--- src/hdl/tps_pkg.sv ---
`timescale 1ns / 1ps
`default_nettype none

package tps_pkg;

	localparam int IDX_W   = 3;
	localparam int POS_W   = 2;
	localparam int ST_W    = 2;
	localparam int PWM_W   = 16;
	localparam int TIME_W  = 32;
	localparam int CFG_W   = 16;
	localparam int LIMIT_W = 17;
	localparam int REG_W   = 3;

	// Item kinds.
	localparam logic OP_SCAN = 1'b0;
	localparam logic OP_MOVE = 1'b1;

	// Position codes.
	localparam logic [POS_W-1:0] POS_STRAIGHT = 2'd0;
	localparam logic [POS_W-1:0] POS_DIVERTED = 2'd1;
	localparam logic [POS_W-1:0] POS_UNDET    = 2'd2;
	localparam logic [POS_W-1:0] POS_INCONS   = 2'd3;

	// Status codes.
	localparam logic [ST_W-1:0] ST_OK      = 2'd0;
	localparam logic [ST_W-1:0] ST_BLOCKED = 2'd1;
	localparam logic [ST_W-1:0] ST_ERROR   = 2'd2;

	// Register indexes.
	localparam logic [REG_W-1:0] REG_REPORT_PERIOD = 3'd0;
	localparam logic [REG_W-1:0] REG_FALLBACK      = 3'd1;
	localparam logic [REG_W-1:0] REG_MIN_TRAVEL    = 3'd2;
	localparam logic [REG_W-1:0] REG_MAX_TRAVEL    = 3'd3;
	localparam logic [REG_W-1:0] REG_MARGIN        = 3'd4;

	// Register reset values.
	localparam logic [CFG_W-1:0] RST_REPORT_PERIOD = 16'd200;
	localparam logic [CFG_W-1:0] RST_FALLBACK      = 16'd800;
	localparam logic [CFG_W-1:0] RST_MIN_TRAVEL    = 16'd200;
	localparam logic [CFG_W-1:0] RST_MAX_TRAVEL    = 16'd1500;
	localparam logic [CFG_W-1:0] RST_MARGIN        = 16'd200;

	typedef struct packed {
		logic [CFG_W-1:0] report_period;
		logic [CFG_W-1:0] fallback_limit;
		logic [CFG_W-1:0] min_travel;
		logic [CFG_W-1:0] max_travel;
		logic [CFG_W-1:0] margin;
	} cfg_t;

	// What travels down the row of cells with each request.
	typedef struct packed {
		logic               op;
		logic [IDX_W-1:0]   idx;
		logic [POS_W-1:0]   pos;
		logic [TIME_W-1:0]  now;
		logic [LIMIT_W-1:0] limit;
		logic               has_res;
		logic [ST_W-1:0]    status;
		logic               was_change;
	} item_t;

	typedef struct packed {
		logic [IDX_W-1:0] idx;
		logic [POS_W-1:0] pos;
		logic [ST_W-1:0]  status;
		logic             was_change;
	} result_t;

endpackage

`default_nettype wire

--- src/hdl/tps_front.sv ---
`timescale 1ns / 1ps
`default_nettype none

module tps_front import tps_pkg::*; #(
	parameter int TURNOUT_COUNT = 6
) (
	input  wire logic              clk,
	input  wire logic              arst_n,
	input  wire logic              load,
	input  wire logic              operation,
	input  wire logic [IDX_W-1:0]  switch_index,
	input  wire logic              straight_level,
	input  wire logic              diverted_level,
	input  wire logic [PWM_W-1:0]  current_pwm,
	input  wire logic [PWM_W-1:0]  target_pwm,
	input  wire logic [TIME_W-1:0] now_ms,
	input  wire cfg_t              cfg,
	output logic                   vld_s1,
	output item_t                  item_s1
);

	logic             in_range;
	logic             s_closed;
	logic             d_closed;
	logic [POS_W-1:0] pos;
	logic [PWM_W-1:0] amp;
	logic [PWM_W-1:0] travel_lo;
	logic [PWM_W-1:0] travel;
	logic [LIMIT_W-1:0] limit;
	item_t            item_d;

	assign in_range = {1'b0, switch_index} < (IDX_W+1)'(TURNOUT_COUNT);
	assign s_closed = ~straight_level;
	assign d_closed = ~diverted_level;

	always_comb begin
		priority if (s_closed && !d_closed) begin
			pos = POS_STRAIGHT;
		end else if (!s_closed && d_closed) begin
			pos = POS_DIVERTED;
		end else if (!s_closed && !d_closed) begin
			pos = POS_UNDET;
		end else begin
			pos = POS_INCONS;
		end
	end

	// Half amplitude, low then high clamp, plus margin; zero pulse: fallback.
	always_comb begin
		amp       = (current_pwm > target_pwm) ? (current_pwm - target_pwm)
		                                       : (target_pwm - current_pwm);
		travel_lo = ({1'b0, amp[PWM_W-1:1]} < cfg.min_travel) ? cfg.min_travel
		                                                      : {1'b0, amp[PWM_W-1:1]};
		travel    = (travel_lo > cfg.max_travel) ? cfg.max_travel : travel_lo;
		if (current_pwm == '0 || target_pwm == '0) begin
			limit = {1'b0, cfg.fallback_limit};
		end else begin
			limit = {1'b0, travel} + {1'b0, cfg.margin};
		end
	end

	always_comb begin
		item_d            = '0;
		item_d.op         = operation;
		item_d.idx        = switch_index;
		item_d.pos        = pos;
		item_d.now        = now_ms;
		item_d.limit      = limit;
		item_d.has_res    = 1'b0;
		item_d.status     = ST_OK;
		item_d.was_change = 1'b0;
	end

	always_ff @(posedge clk or negedge arst_n) begin
		if (!arst_n) begin
			vld_s1 <= 1'b0;
		end else begin
			vld_s1 <= load && in_range;
		end
	end

	always_ff @(posedge clk) begin
		if (load) begin
			item_s1 <= item_d;
		end
	end

endmodule

`default_nettype wire

--- src/hdl/tps_cell.sv ---
`timescale 1ns / 1ps
`default_nettype none

module tps_cell import tps_pkg::*; #(
	parameter int CELL_ID = 0
) (
	input  wire logic             clk,
	input  wire logic             arst_n,
	input  wire logic [CFG_W-1:0] report_period,
	input  wire logic             in_vld,
	input  wire item_t            in_item,
	output logic                  vld_s2,
	output item_t                 item_s2
);

	// State of the one turnout this cell owns.
	logic [POS_W-1:0]   rep_pos_q;
	logic [ST_W-1:0]    rep_st_q;
	logic [TIME_W-1:0]  last_q;
	logic               armed_q;
	logic [TIME_W-1:0]  start_q;
	logic [LIMIT_W-1:0] limit_q;

	logic              hit;
	logic              is_move;
	logic [TIME_W-1:0] move_elapsed;
	logic [TIME_W-1:0] report_elapsed;
	logic [ST_W-1:0]   st;
	logic              changed;
	logic              periodic;
	logic              report;
	item_t             item_d;

	assign hit            = in_vld && (in_item.idx == IDX_W'(CELL_ID));
	assign is_move        = (in_item.op == OP_MOVE);
	assign move_elapsed   = in_item.now - start_q;
	assign report_elapsed = in_item.now - last_q;

	always_comb begin
		priority if (in_item.pos == POS_UNDET || in_item.pos == POS_INCONS) begin
			st = ST_ERROR;
		end else if (armed_q && (move_elapsed > {{(TIME_W-LIMIT_W){1'b0}}, limit_q})) begin
			st = ST_BLOCKED;
		end else begin
			st = ST_OK;
		end
	end

	assign changed  = (in_item.pos != rep_pos_q) || (st != rep_st_q);
	assign periodic = report_elapsed >= {{(TIME_W-CFG_W){1'b0}}, report_period};
	assign report   = hit && !is_move && (changed || periodic);

	always_comb begin
		item_d = in_item;
		if (report) begin
			item_d.has_res    = 1'b1;
			item_d.status     = st;
			item_d.was_change = changed;
		end
	end

	always_ff @(posedge clk or negedge arst_n) begin
		if (!arst_n) begin
			rep_pos_q <= POS_UNDET;
			rep_st_q  <= ST_ERROR;
			last_q    <= '0;
			armed_q   <= 1'b0;
			start_q   <= '0;
			limit_q   <= '0;
		end else if (hit) begin
			if (is_move) begin
				armed_q <= 1'b1;
				start_q <= in_item.now;
				limit_q <= in_item.limit;
			end else begin
				if (st == ST_OK) begin
					armed_q <= 1'b0;
				end
				if (report) begin
					rep_pos_q <= in_item.pos;
					rep_st_q  <= st;
					last_q    <= in_item.now;
				end
			end
		end
	end

	always_ff @(posedge clk or negedge arst_n) begin
		if (!arst_n) begin
			vld_s2 <= 1'b0;
		end else begin
			vld_s2 <= in_vld;
		end
	end

	always_ff @(posedge clk) begin
		item_s2 <= item_d;
	end

endmodule

`default_nettype wire

--- src/hdl/tps_report_fifo.sv ---
`timescale 1ns / 1ps
`default_nettype none

module tps_report_fifo import tps_pkg::*; #(
	parameter int DEPTH = 9
) (
	input  wire logic                       clk,
	input  wire logic                       arst_n,
	input  wire logic                       push,
	input  wire result_t                    push_data,
	input  wire logic                       pop_stall,
	output logic                            pop_valid,
	output result_t                         pop_data,
	output logic [$clog2(DEPTH+1)-1:0]      count
);

	localparam int PTR_W = $clog2(DEPTH);
	localparam int CNT_W = $clog2(DEPTH+1);

	result_t            mem_q [DEPTH];
	logic [PTR_W-1:0]   wr_ptr_q;
	logic [PTR_W-1:0]   rd_ptr_q;
	logic [CNT_W-1:0]   count_q;
	logic               pop;

	assign pop_valid = (count_q != '0);
	assign pop       = pop_valid && !pop_stall;
	assign pop_data  = mem_q[rd_ptr_q];
	assign count     = count_q;

	always_ff @(posedge clk or negedge arst_n) begin
		if (!arst_n) begin
			wr_ptr_q <= '0;
			rd_ptr_q <= '0;
			count_q  <= '0;
		end else begin
			if (push) begin
				wr_ptr_q <= (wr_ptr_q == PTR_W'(DEPTH-1)) ? '0 : wr_ptr_q + 1'b1;
			end
			if (pop) begin
				rd_ptr_q <= (rd_ptr_q == PTR_W'(DEPTH-1)) ? '0 : rd_ptr_q + 1'b1;
			end
			unique case ({push, pop})
				2'b10:   count_q <= count_q + 1'b1;
				2'b01:   count_q <= count_q - 1'b1;
				default: count_q <= count_q;
			endcase
		end
	end

	always_ff @(posedge clk) begin
		if (push) begin
			mem_q[wr_ptr_q] <= push_data;
		end
	end

endmodule

`default_nettype wire

--- src/hdl/turnout_position_supervisor_top.sv ---
// Turnout position supervisor: watches up to TURNOUT_COUNT servo-driven turnouts.
// Requests arrive on the item channel (item_valid / item_stall). A movement-start
// request arms one turnout's watchdog; a scan request carries its two active-low
// contacts and the millisecond time, and may produce one report on the report
// channel (report_valid / report_stall). Requests with an index at or above
// TURNOUT_COUNT are dropped without effect.
// One request is accepted per cycle while item_stall is low. Each turnout's
// state lives in its own cell of a row of TURNOUT_COUNT cells; every request
// walks the row, one cell per cycle, and the owning cell updates its state and
// attaches the report, which the end of the row pushes into the output buffer.
// Reports queue in a TURNOUT_COUNT + 3 entry output buffer. While the receiver
// stalls, the row keeps moving; item_stall rises once buffered reports plus
// requests in flight could fill the buffer, so nothing is ever dropped.
// Configuration registers are written through cfg_valid / cfg_ready (always
// ready) and must only change while the block is idle.
// Reset clears all turnouts to undetermined / error with no watchdog armed and
// loads the register defaults; no clearing pass is needed.
`timescale 1ns / 1ps
`default_nettype none

module turnout_position_supervisor_top import tps_pkg::*; #(
	parameter int TURNOUT_COUNT = 6
) (
	input  wire logic              clk,
	input  wire logic              arst_n,

	input  wire logic              item_valid,
	output logic                   item_stall,
	input  wire logic              operation,
	input  wire logic [IDX_W-1:0]  switch_index,
	input  wire logic              straight_level,
	input  wire logic              diverted_level,
	input  wire logic [PWM_W-1:0]  current_pwm,
	input  wire logic [PWM_W-1:0]  target_pwm,
	input  wire logic [TIME_W-1:0] now_ms,

	output logic                   report_valid,
	input  wire logic              report_stall,
	output logic [IDX_W-1:0]       out_index,
	output logic [POS_W-1:0]       position,
	output logic [ST_W-1:0]        status,
	output logic                   was_change,

	input  wire logic              cfg_valid,
	output logic                   cfg_ready,
	input  wire logic [REG_W-1:0]  cfg_index,
	input  wire logic [CFG_W-1:0]  cfg_data
);

	// The output buffer must absorb every request in flight plus the one
	// being accepted, with one spare slot so a draining buffer keeps full rate.
	localparam int DEPTH = TURNOUT_COUNT + 3;
	localparam int CNT_W = $clog2(DEPTH+1);
	localparam int INF_W = $clog2(TURNOUT_COUNT+2);
	localparam int SUM_W = $clog2(2*DEPTH+2);

	cfg_t             cfg_q;
	logic             item_accept;
	logic             vld_chain  [TURNOUT_COUNT+1];
	item_t            item_chain [TURNOUT_COUNT+1];
	logic [TURNOUT_COUNT:0] vld_vec;
	logic [INF_W-1:0] inflight_q;
	logic [CNT_W-1:0] fifo_count;
	logic             exit_vld;
	item_t            exit_item;
	logic             push;
	result_t          push_data;
	result_t          pop_data;

	// Configuration registers. The port never pushes back, and indexes
	// past the last register are accepted and ignored.
	assign cfg_ready = 1'b1;

	always_ff @(posedge clk or negedge arst_n) begin
		if (!arst_n) begin
			cfg_q.report_period  <= RST_REPORT_PERIOD;
			cfg_q.fallback_limit <= RST_FALLBACK;
			cfg_q.min_travel     <= RST_MIN_TRAVEL;
			cfg_q.max_travel     <= RST_MAX_TRAVEL;
			cfg_q.margin         <= RST_MARGIN;
		end else if (cfg_valid && cfg_ready) begin
			unique case (cfg_index)
				REG_REPORT_PERIOD: cfg_q.report_period  <= cfg_data;
				REG_FALLBACK:      cfg_q.fallback_limit <= cfg_data;
				REG_MIN_TRAVEL:    cfg_q.min_travel     <= cfg_data;
				REG_MAX_TRAVEL:    cfg_q.max_travel     <= cfg_data;
				REG_MARGIN:        cfg_q.margin         <= cfg_data;
				default:           cfg_q                <= cfg_q;
			endcase
		end
	end

	// Stall is worked out from registers alone, so the receiver's stall
	// never reaches item_stall combinationally.
	assign item_stall  = ({{(SUM_W-CNT_W){1'b0}}, fifo_count} +
	                      {{(SUM_W-INF_W){1'b0}}, inflight_q}) >= SUM_W'(DEPTH);
	assign item_accept = item_valid && !item_stall;

	// Front stage: decodes the contacts and computes the travel limit.
	tps_front #(
		.TURNOUT_COUNT(TURNOUT_COUNT)
	) u_front (
		.clk            (clk),
		.arst_n         (arst_n),
		.load           (item_accept),
		.operation      (operation),
		.switch_index   (switch_index),
		.straight_level (straight_level),
		.diverted_level (diverted_level),
		.current_pwm    (current_pwm),
		.target_pwm     (target_pwm),
		.now_ms         (now_ms),
		.cfg            (cfg_q),
		.vld_s1         (vld_chain[0]),
		.item_s1        (item_chain[0])
	);

	// The row of cells, one per turnout.
	for (genvar i = 0; i < TURNOUT_COUNT; i++) begin : g_cell
		tps_cell #(
			.CELL_ID(i)
		) u_cell (
			.clk           (clk),
			.arst_n        (arst_n),
			.report_period (cfg_q.report_period),
			.in_vld        (vld_chain[i]),
			.in_item       (item_chain[i]),
			.vld_s2        (vld_chain[i+1]),
			.item_s2       (item_chain[i+1])
		);
	end

	for (genvar i = 0; i <= TURNOUT_COUNT; i++) begin : g_vld
		assign vld_vec[i] = vld_chain[i];
	end

	assign exit_vld  = vld_chain[TURNOUT_COUNT];
	assign exit_item = item_chain[TURNOUT_COUNT];

	// Requests in flight between the front stage and the end of the row.
	always_ff @(posedge clk or negedge arst_n) begin
		if (!arst_n) begin
			inflight_q <= '0;
		end else begin
			inflight_q <= inflight_q
			              + INF_W'(item_accept && ({1'b0, switch_index} <
			                                       (IDX_W+1)'(TURNOUT_COUNT)))
			              - INF_W'(exit_vld);
		end
	end

	assign push                 = exit_vld && exit_item.has_res;
	assign push_data.idx        = exit_item.idx;
	assign push_data.pos        = exit_item.pos;
	assign push_data.status     = exit_item.status;
	assign push_data.was_change = exit_item.was_change;

	tps_report_fifo #(
		.DEPTH(DEPTH)
	) u_fifo (
		.clk       (clk),
		.arst_n    (arst_n),
		.push      (push),
		.push_data (push_data),
		.pop_stall (report_stall),
		.pop_valid (report_valid),
		.pop_data  (pop_data),
		.count     (fifo_count)
	);

	assign out_index  = pop_data.idx;
	assign position   = pop_data.pos;
	assign status     = pop_data.status;
	assign was_change = pop_data.was_change;

`ifndef SYNTHESIS
	// The in-flight counter must track the valid bits of the row.
	a_inflight_matches: assert property (@(posedge clk) disable iff (!arst_n)
		inflight_q == INF_W'($countones(vld_vec)))
		else $error("in-flight count disagrees with valid bits");

	// A report leaving the row always finds room in the buffer.
	a_no_overflow: assert property (@(posedge clk) disable iff (!arst_n)
		push |-> (fifo_count < CNT_W'(DEPTH)))
		else $error("report buffer overflow");

	// Buffered reports plus requests in flight never exceed the buffer depth.
	a_credit_bound: assert property (@(posedge clk) disable iff (!arst_n)
		({{(SUM_W-CNT_W){1'b0}}, fifo_count} + {{(SUM_W-INF_W){1'b0}}, inflight_q})
			<= SUM_W'(DEPTH))
		else $error("credit accounting exceeded buffer depth");

	// A margin write is visible in the next cycle.
	a_cfg_margin: assert property (@(posedge clk) disable iff (!arst_n)
		(cfg_valid && cfg_ready && cfg_index == REG_MARGIN) |=>
			(cfg_q.margin == $past(cfg_data)))
		else $error("margin register not updated");
`endif

endmodule

`default_nettype wire

--- config.mk ---
export PLATFORM = sky130hd
export DESIGN_NAME = turnout_position_supervisor_top
export DESIGN_NICKNAME = d
export VERILOG_FILES = /design/src/hdl/tps_pkg.sv /design/src/hdl/tps_front.sv /design/src/hdl/tps_cell.sv /design/src/hdl/tps_report_fifo.sv /design/src/hdl/turnout_position_supervisor_top.sv
export SDC_FILE = /design/constraint.sdc
export NUM_CORES = 2
export LEC_CHECK = 0
export ABC_AREA = 1
export BUFFER_PORTS_ARGS = -buffer_cell sky130_fd_sc_hd__buf_4
export CAP_MARGIN = 40
export CORE_AREA = 3 3 323 564
export DETAILED_ROUTE_END_ITERATION = 12
export DIE_AREA = 0 0 326 567
export PLACE_DENSITY = 0.54
export SYNTH_ARGS = -nofsm -noshare
export SYNTH_HDL_FRONTEND = slang
export SYNTH_SLANG_ARGS = --single-unit
--- constraint.sdc ---
create_clock -name clk -period 5.72 [get_ports clk]
set_input_delay 0.572 -clock clk [delete_from_list [all_inputs] [get_ports clk]]
set_output_delay 0.572 -clock clk [all_outputs]
set_load 0.02 [all_outputs]
### Yosys cells after proc, flatten, opt, wreduce, memory -nomap -nowiden

Memories as Yosys holds them, arrays and structs flattened.
Index checks and enable logic that the tools add are counted.

| word-level totals | value |
|---|---|
| register bits after elaboration | 977 |
| bits in latches | 0 |
| RAM bits | 72 |
| memory bits (read-only) | 0 |
| input bits | 94 |
| memories kept | 1 |

| operators by class | value |
|---|---|
| $add $sub $neg | 22 |
| multipliers | 0 |
| divide/modulo/power cells | 0 |
| order comparisons | 17 |
| equality and inequality tests | 37 |
| shifts and indexed selects | 0 |
| multiplexer cells | 40 |
| bitwise gates (word level) | 8 |
| reduce and logical (&&, ||, !) cells | 100 |

Memories:

| memory | depth | bits a word | read ports | clocked after memory_dff | write ports | RTL line | text |
|---|---|---|---|---|---|---|---|
| u_fifo.mem_q | 9 | 8 | 1 | 0 | 1 | tps_report_fifo.sv:20 | `result_t mem_q [DEPTH];` |

Operators by type and width:

| cell | number |
|---|---|
| $sub A32 B32 Y32 | 12 |
| $ge A32 B16 Y1 | 6 |
| $gt A32 B17 Y1 | 6 |
| $mux W16 | 4 |
| $reduce_and A2 Y1 | 17 |
| $gt A16 B16 Y1 | 2 |
| $logic_not A16 Y1 | 2 |
| $sub A16 B16 Y16 | 2 |
| $logic_and A1 B1 Y1 | 31 |
| $eq A2 B2 Y1 const B | 13 |
| $ne A2 B2 Y1 | 12 |
| $mux W1 | 22 |
| $logic_or A1 B1 Y1 | 19 |
| $reduce_and A3 Y1 | 6 |
| $add A16 B16 Y17 | 1 |
| $lt A15 B16 Y1 | 1 |
| $mux W3 | 5 |
| $reduce_bool A2 Y1 | 7 |
| $add A4 B1 Y4 const B | 3 |
| $eq A3 B2 Y1 const B | 4 |
| $logic_not A2 Y1 | 6 |
| $mux W2 | 6 |
| $eq A3 B3 Y1 const B | 3 |
| $eq A4 B4 Y1 const B | 2 |
| 15 further kinds | 32 |

### Logic depth before layout (Yosys ltp)

| depth | value |
|---|---|
| word-level depth | 10 |
| mapped depth | 59 |
| gate-level depth less buffers | 57 |

### Cells and area by module

Synthesis repeated with hierarchy kept, for this count alone.

| second synthesis, totals | value |
|---|---|
| cell total of the unflattened synthesis | 10999 |
| area, all modules | 76258.1 sq um |

By module, submodules not included:

| module | instances | cells each | area each (sq um) | seq. area each (sq um) |
|---|---|---|---|---|
| tps_cell (g_cell[0].u_cell ...) | 2 | 1600 | 10483.8 | 3360.7 |
| tps_cell (g_cell[1].u_cell) | 1 | 1606 | 10859.2 | 3360.7 |
| tps_cell (g_cell[4].u_cell) | 1 | 1604 | 10595.2 | 3360.7 |
| tps_cell (g_cell[3].u_cell) | 1 | 1599 | 10480.1 | 3360.7 |
| tps_cell (g_cell[2].u_cell) | 1 | 1570 | 10262.3 | 3360.7 |
| tps_front | 1 | 766 | 5760.5 | 1676.6 |
| tps_report_fifo | 1 | 328 | 3742.3 | 2462.4 |
| turnout_position_supervisor_top | 1 | 326 | 3590.9 | 2100.8 |

### Worst setup path before layout

No wires, ideal clock.

| timing | value |
|---|---|
| path type | in2reg |
| start | input current_pwm[0] |
| end | register u_front.item_s1[18] (netlist bit) (data pin) |
| data arrival time | 7049 ps |
| slack | -1589 ps |
| cell stages on the path | 55 |
| cell sequence | inv_1 ha_1 inv_1 fa_1 inv_1 o21ai_1 nand2_1 nand2_1 nand2_1 nand2_1 nand2_1 buf_2 mux2i_1 o21ai_1 nor2_1 xor2_1 inv_1 ha_1 [... 19 more ...] inv_1 fa_1 inv_1 nand3_1 nand2_1 nand2_1 nand2_1 a21oi_1 o21ai_0 nand2_1 nand2_1 a21oi_1 o21ai_0 nand3_1 nand2_1 nand2_1 nand2_1 o21ai_0 |

| between the ends | value |
|---|---|
| cells in the longest elaborated chain, start to end | 8 |
| elaborated cells on any way between the ends | 12 |

Ends and longest elaborated chain:

| what | RTL line | text |
|---|---|---|
| from (decl) | turnout_position_supervisor_top.sv:33 | `input wire logic [PWM_W-1:0] current_pwm,` |
| $sub A16 B16 Y16 (tied with other cells) | tps_front.sv:51 | `: (target_pwm - current_pwm);` |
| $mux W16 | tps_front.sv:50 | `amp = (current_pwm > target_pwm) ? (current_pwm - target_pwm)` |
| $lt A15 B16 Y1 | tps_front.sv:52 | `travel_lo = ({1'b0, amp[PWM_W-1:1]} < cfg.min_travel) ? cfg.min_travel` |
| $mux W16 | tps_front.sv:52 |  |
| $gt A16 B16 Y1 | tps_front.sv:54 | `travel = (travel_lo > cfg.max_travel) ? cfg.max_travel : travel_lo;` |
| $mux W16 | tps_front.sv:54 |  |
| $add A16 B16 Y17 | tps_front.sv:58 | `limit = {1'b0, travel} + {1'b0, cfg.margin};` |
| $mux W16 (*) | tps_front.sv:55 | `if (current_pwm == '0 \|\| target_pwm == '0) begin` |
| via u_front.limit[14] | tps_front.sv:29 | `logic [LIMIT_W-1:0] limit;` |
| to (signal assigned) | tps_front.sv:84 | `item_s1 <= item_d;` |
| to (decl) | tps_front.sv:19 | `output item_t item_s1` |

Mark *: on every way through the listed nets, which the timed path passes. The rest lies on a longest branch.
A chain may end at the register's enable or synchronous reset.

### Worst setup path in the final report

Ends and elaborated chain as after synthesis.

==> out/metrics.json <==
{
  "status": "finished, violations left",
  "violations": "negative setup slack",
  "post_drt_via_cell_ratio": 5.14,
  "htree_num_levels": 3,
  "netlist_top_cells_count": "2997 x nand2_1, 1611 x inv_1, 901 x nor2_1, 813 x nand3_1, 665 x ha_1",
  "grt_setup_unrepaired": "yes",
  "slew_headroom_pct": 30.7,
  "port-buffer-count": 103,
  "timing.final.crit_share_pct": 115,
  "antenna_violations_before_repair": 6,
  "post_synth_inst_count": 10153,
  "worst_ep_required_time_ns": 6.19,
  "i_o_pins": 105,
  "ys.flop_type": "dfrtp_1",
  "detailroute.via_count": 67558,
  "critical_path.slowest_cell": "fa_2",
  "post-route-drc-count": 0,
  "synth.lib_cells_used.distinct": 59,
  "worst_slew_pin_slew_ns": 1.04,
  "async_flop_share_pct": 58.9,
  "synth_fp_nets": 10930,
  "vias_in_the_first_global_route": 69593,
  "slowest_stage_delay_on_critical_path_ns": 0.39,
  "timing_worst_setup_path_type": "in -> reg",
  "fin_worst_hold_slack_ns": 0.123,
  "detailedRoute.firstPassIterationCount": 8,
  "wire_per_inst_um": 21.6,
  "setup-tns-final_ns": -8.00,
  "setup_violations": 12,
  "yosysWarningCount": 0,
  "cts-buffers-inserted": 105,
  "hold_viol": 0,
  "final_max_slew_viol_count": 0,
  "cp_data_arrival_time_ns": 7.03,
  "worstHoldPathCells": 2,
  "worstSkewPairLatency_ns": 0.77,
  "worst_setup_path_end_kind": "flip-flop",
  "global_route.usage.total_pct": 30.2,
  "post-route-min-period_ns": 6.56,
  "synth_top_area_share_pct": 20.7,
  "layout_area_growth_over_synthesis_pct": 17.0,
  "clkTransAtPathRegs_ns": 0.07,
  "synthDominantAreaCellType": "dfrtp_1",
  "dp_hpwl_um": 234000,
  "pin_count_of_the_biggest_net_entering_global_routing": 133,
  "drv.max_cap_violation_count": 0,
  "flop_and_latch_count_out_of_synthesis": 1049,
  "cts_num_sinks": 1049,
  "gp_congestion": 0.986,
  "globalRoute.totalOverflow": 0,
  "tritoncts": "done",
  "die_y_um": 567,
  "r2r_cells": 42,
  "path_common_cell": "nand2_2",
  "core_area_mm2": 0.178,
  "syn_avg_cell_area_um2": 7.00,
  "wl_um": 283000,
  "detail-route-antenna-nets": 0,
  "dp_worst_setup_slack_ns": -2.56,
  "floorplan.die.width_um": 326,
  "synth.cell_area_mm2": 0.0710,
  "utilization_pct": 46.6,
  "drt_iter0_drc": 3489,
  "cts-root-buf": "clkbuf_16",
  "ys_seq_area_share_pct": 35.8,
  "synth_top_cells_by_area": "dfrtp_1 21%, nand2_1 16%, ha_1 12%",
  "floorplan.rows": 205,
  "post_route_cells_drive_above_1_share_pct": 9.28,
  "nNetsFinal": 11453,
  "starting_density_of_the_core_pct": 39.8,
  "critical_path_launch_point_type": "input pin",
  "maximum_buffer_depth_of_the_clock_tree": 3,
  "crit_start": "current_pwm[0]",
  "worst-path-max-fanout": 8,
  "hold_path_class": "in -> reg",
  "critical_path.reg2reg.startpoint": "cfg_q[35]$_DFFE_PN1P_",
  "reg2reg_slack_ns": 0.42,
  "number_of_enable_type_register_cells_in_the_synthesized_netlist": 127,
  "fin_worst_skew_ns": 0.0578,
  "worst_slack_ns": -0.841,
  "grt_pass1_wl_um": 420000,
  "fp.dieArea_mm2": 0.185,
  "hold_path_startpoint": "diverted_level",
  "synth.most_common_cell": "nand2_1",
  "clock.fmax_ghz": 0.152
}
metrics by stage:
| step | area (um^2) | cells |
|---|---|---|
| 2_1_floorplan | 71200 | 10153 |
| 3_3_place_gp | 76900 | 12808 |
| 3_5_place_dp | 77200 | 12825 |
| 4_1_cts | 82700 | 13134 |
| 5_1_grt | 83100 | 13150 |
| 6_report | 83100 | 13151 |
state kept, by name, indices dropped and copies added, names as in the netlist, 12 cells and up:
signal / count
g_cell.u_cell.rep_pos_q: 12
g_cell.u_cell.start_q: 192
g_cell.u_cell.item_s2: 304
g_cell.u_cell.last_q: 192
u_fifo.mem_q: 72
g_cell.u_cell.limit_q: 102
u_front.item_s1: 55
cfg_q: 80
g_cell.u_cell.rep_st_q: 12
cell usage in the layout (no fill, tap or decap), drive strengths merged, types with 18 or more instances in the layout:
cell / count
fa: 18
nand2: 3009
edfxtp: 127
a21oi: 651
nand3b: 47
o21ai: 521
clkinv: 33
xor2: 209
ha: 665
inv: 1626
nand3: 813
dfstp: 31
dfrtp: 587
dfxtp: 304
clkbuf: 140
nor2: 910
dlygate4sd3: 37
nor3: 90
nand4: 127
and2: 32
o21bai: 46
buf: 555
logic make-up (layout without fill, tap and decap cells):
group	Yosys count	in the layout	synth area share, %
muxes	10	10	0.151
buffers and inverters	1794	2410	9.71
AOI/OAI and AO/OA	1330	1330	9.90
other	1	3	0.00528
xor gates and xnor gates	226	226	2.79
adders and majority gates	683	683	12.2
DFF	1049	1049	35.8
and+or+nand+nor	5060	5060	29.5
area by class of cell:
type,count,area [um^2]
clock buffer,140,3070
antenna,2,5.00
clock inverter,60,861
sequential,1049,25400
tap,2380,2980
multi-input combinational,7310,39800
inverter,1618,6090
timing repair buffer,592,4950
fill,18298,95100
metal layers:
metal / vias to the layer above / global-route usage (%) / routed length [um]
li1: 33539 / - / -
met5: - / 0 / 42
met2: 1618 / 58.6 / 151000
met4: 6 / 29.2 / 34200
met1: 31423 / 25.8 / 88300
met3: 972 / 3.95 / 9440
what timing repair did:
action / in CTS / in global routing
setup buffers: 77 / 25
pin swaps: 89 / 68
endpoints found under the setup margin: 17 / 16
resized for setup: 137 / 80
hold endpoints to repair: 117 / 0
gates cloned: 1 / 0
hold buffers: 37 / 0
path summary, 6_finish.rpt:
check                                                     endpoint
hold / removal                   u_front.item_s1[54]$_SDFFCE_PP0P_
min in group asynchronous  g_cell[0].u_cell.last_q[26]$_DFFE_PN0P_
hold reg to reg               g_cell[2].u_cell.item_s2[17]$_DFF_P_
max in group asynchronous  g_cell[2].u_cell.limit_q[4]$_DFFE_PN0P_
setup / recovery                     u_front.item_s1[18]$_DFFE_PP_
setup reg to reg                     u_front.item_s1[15]$_DFFE_PP_
worst max-delay path: cells and delay by family:
| family | cells | cell delay, ns |
|---|---|---|
| and+or+nand+nor | 27 | 2.30 |
| adders and majority gates | 6 | 1.61 |
| AOI/OAI and AO/OA | 11 | 1.12 |
| buffers and inverters | 11 | 0.94 |
| muxes | 1 | 0.22 |
| xor gates and xnor gates | 1 | 0.21 |
Power is left out: the tool's default activity adds up to more than one toggle a clock period on the data nets, which glitch-free logic cannot reach.
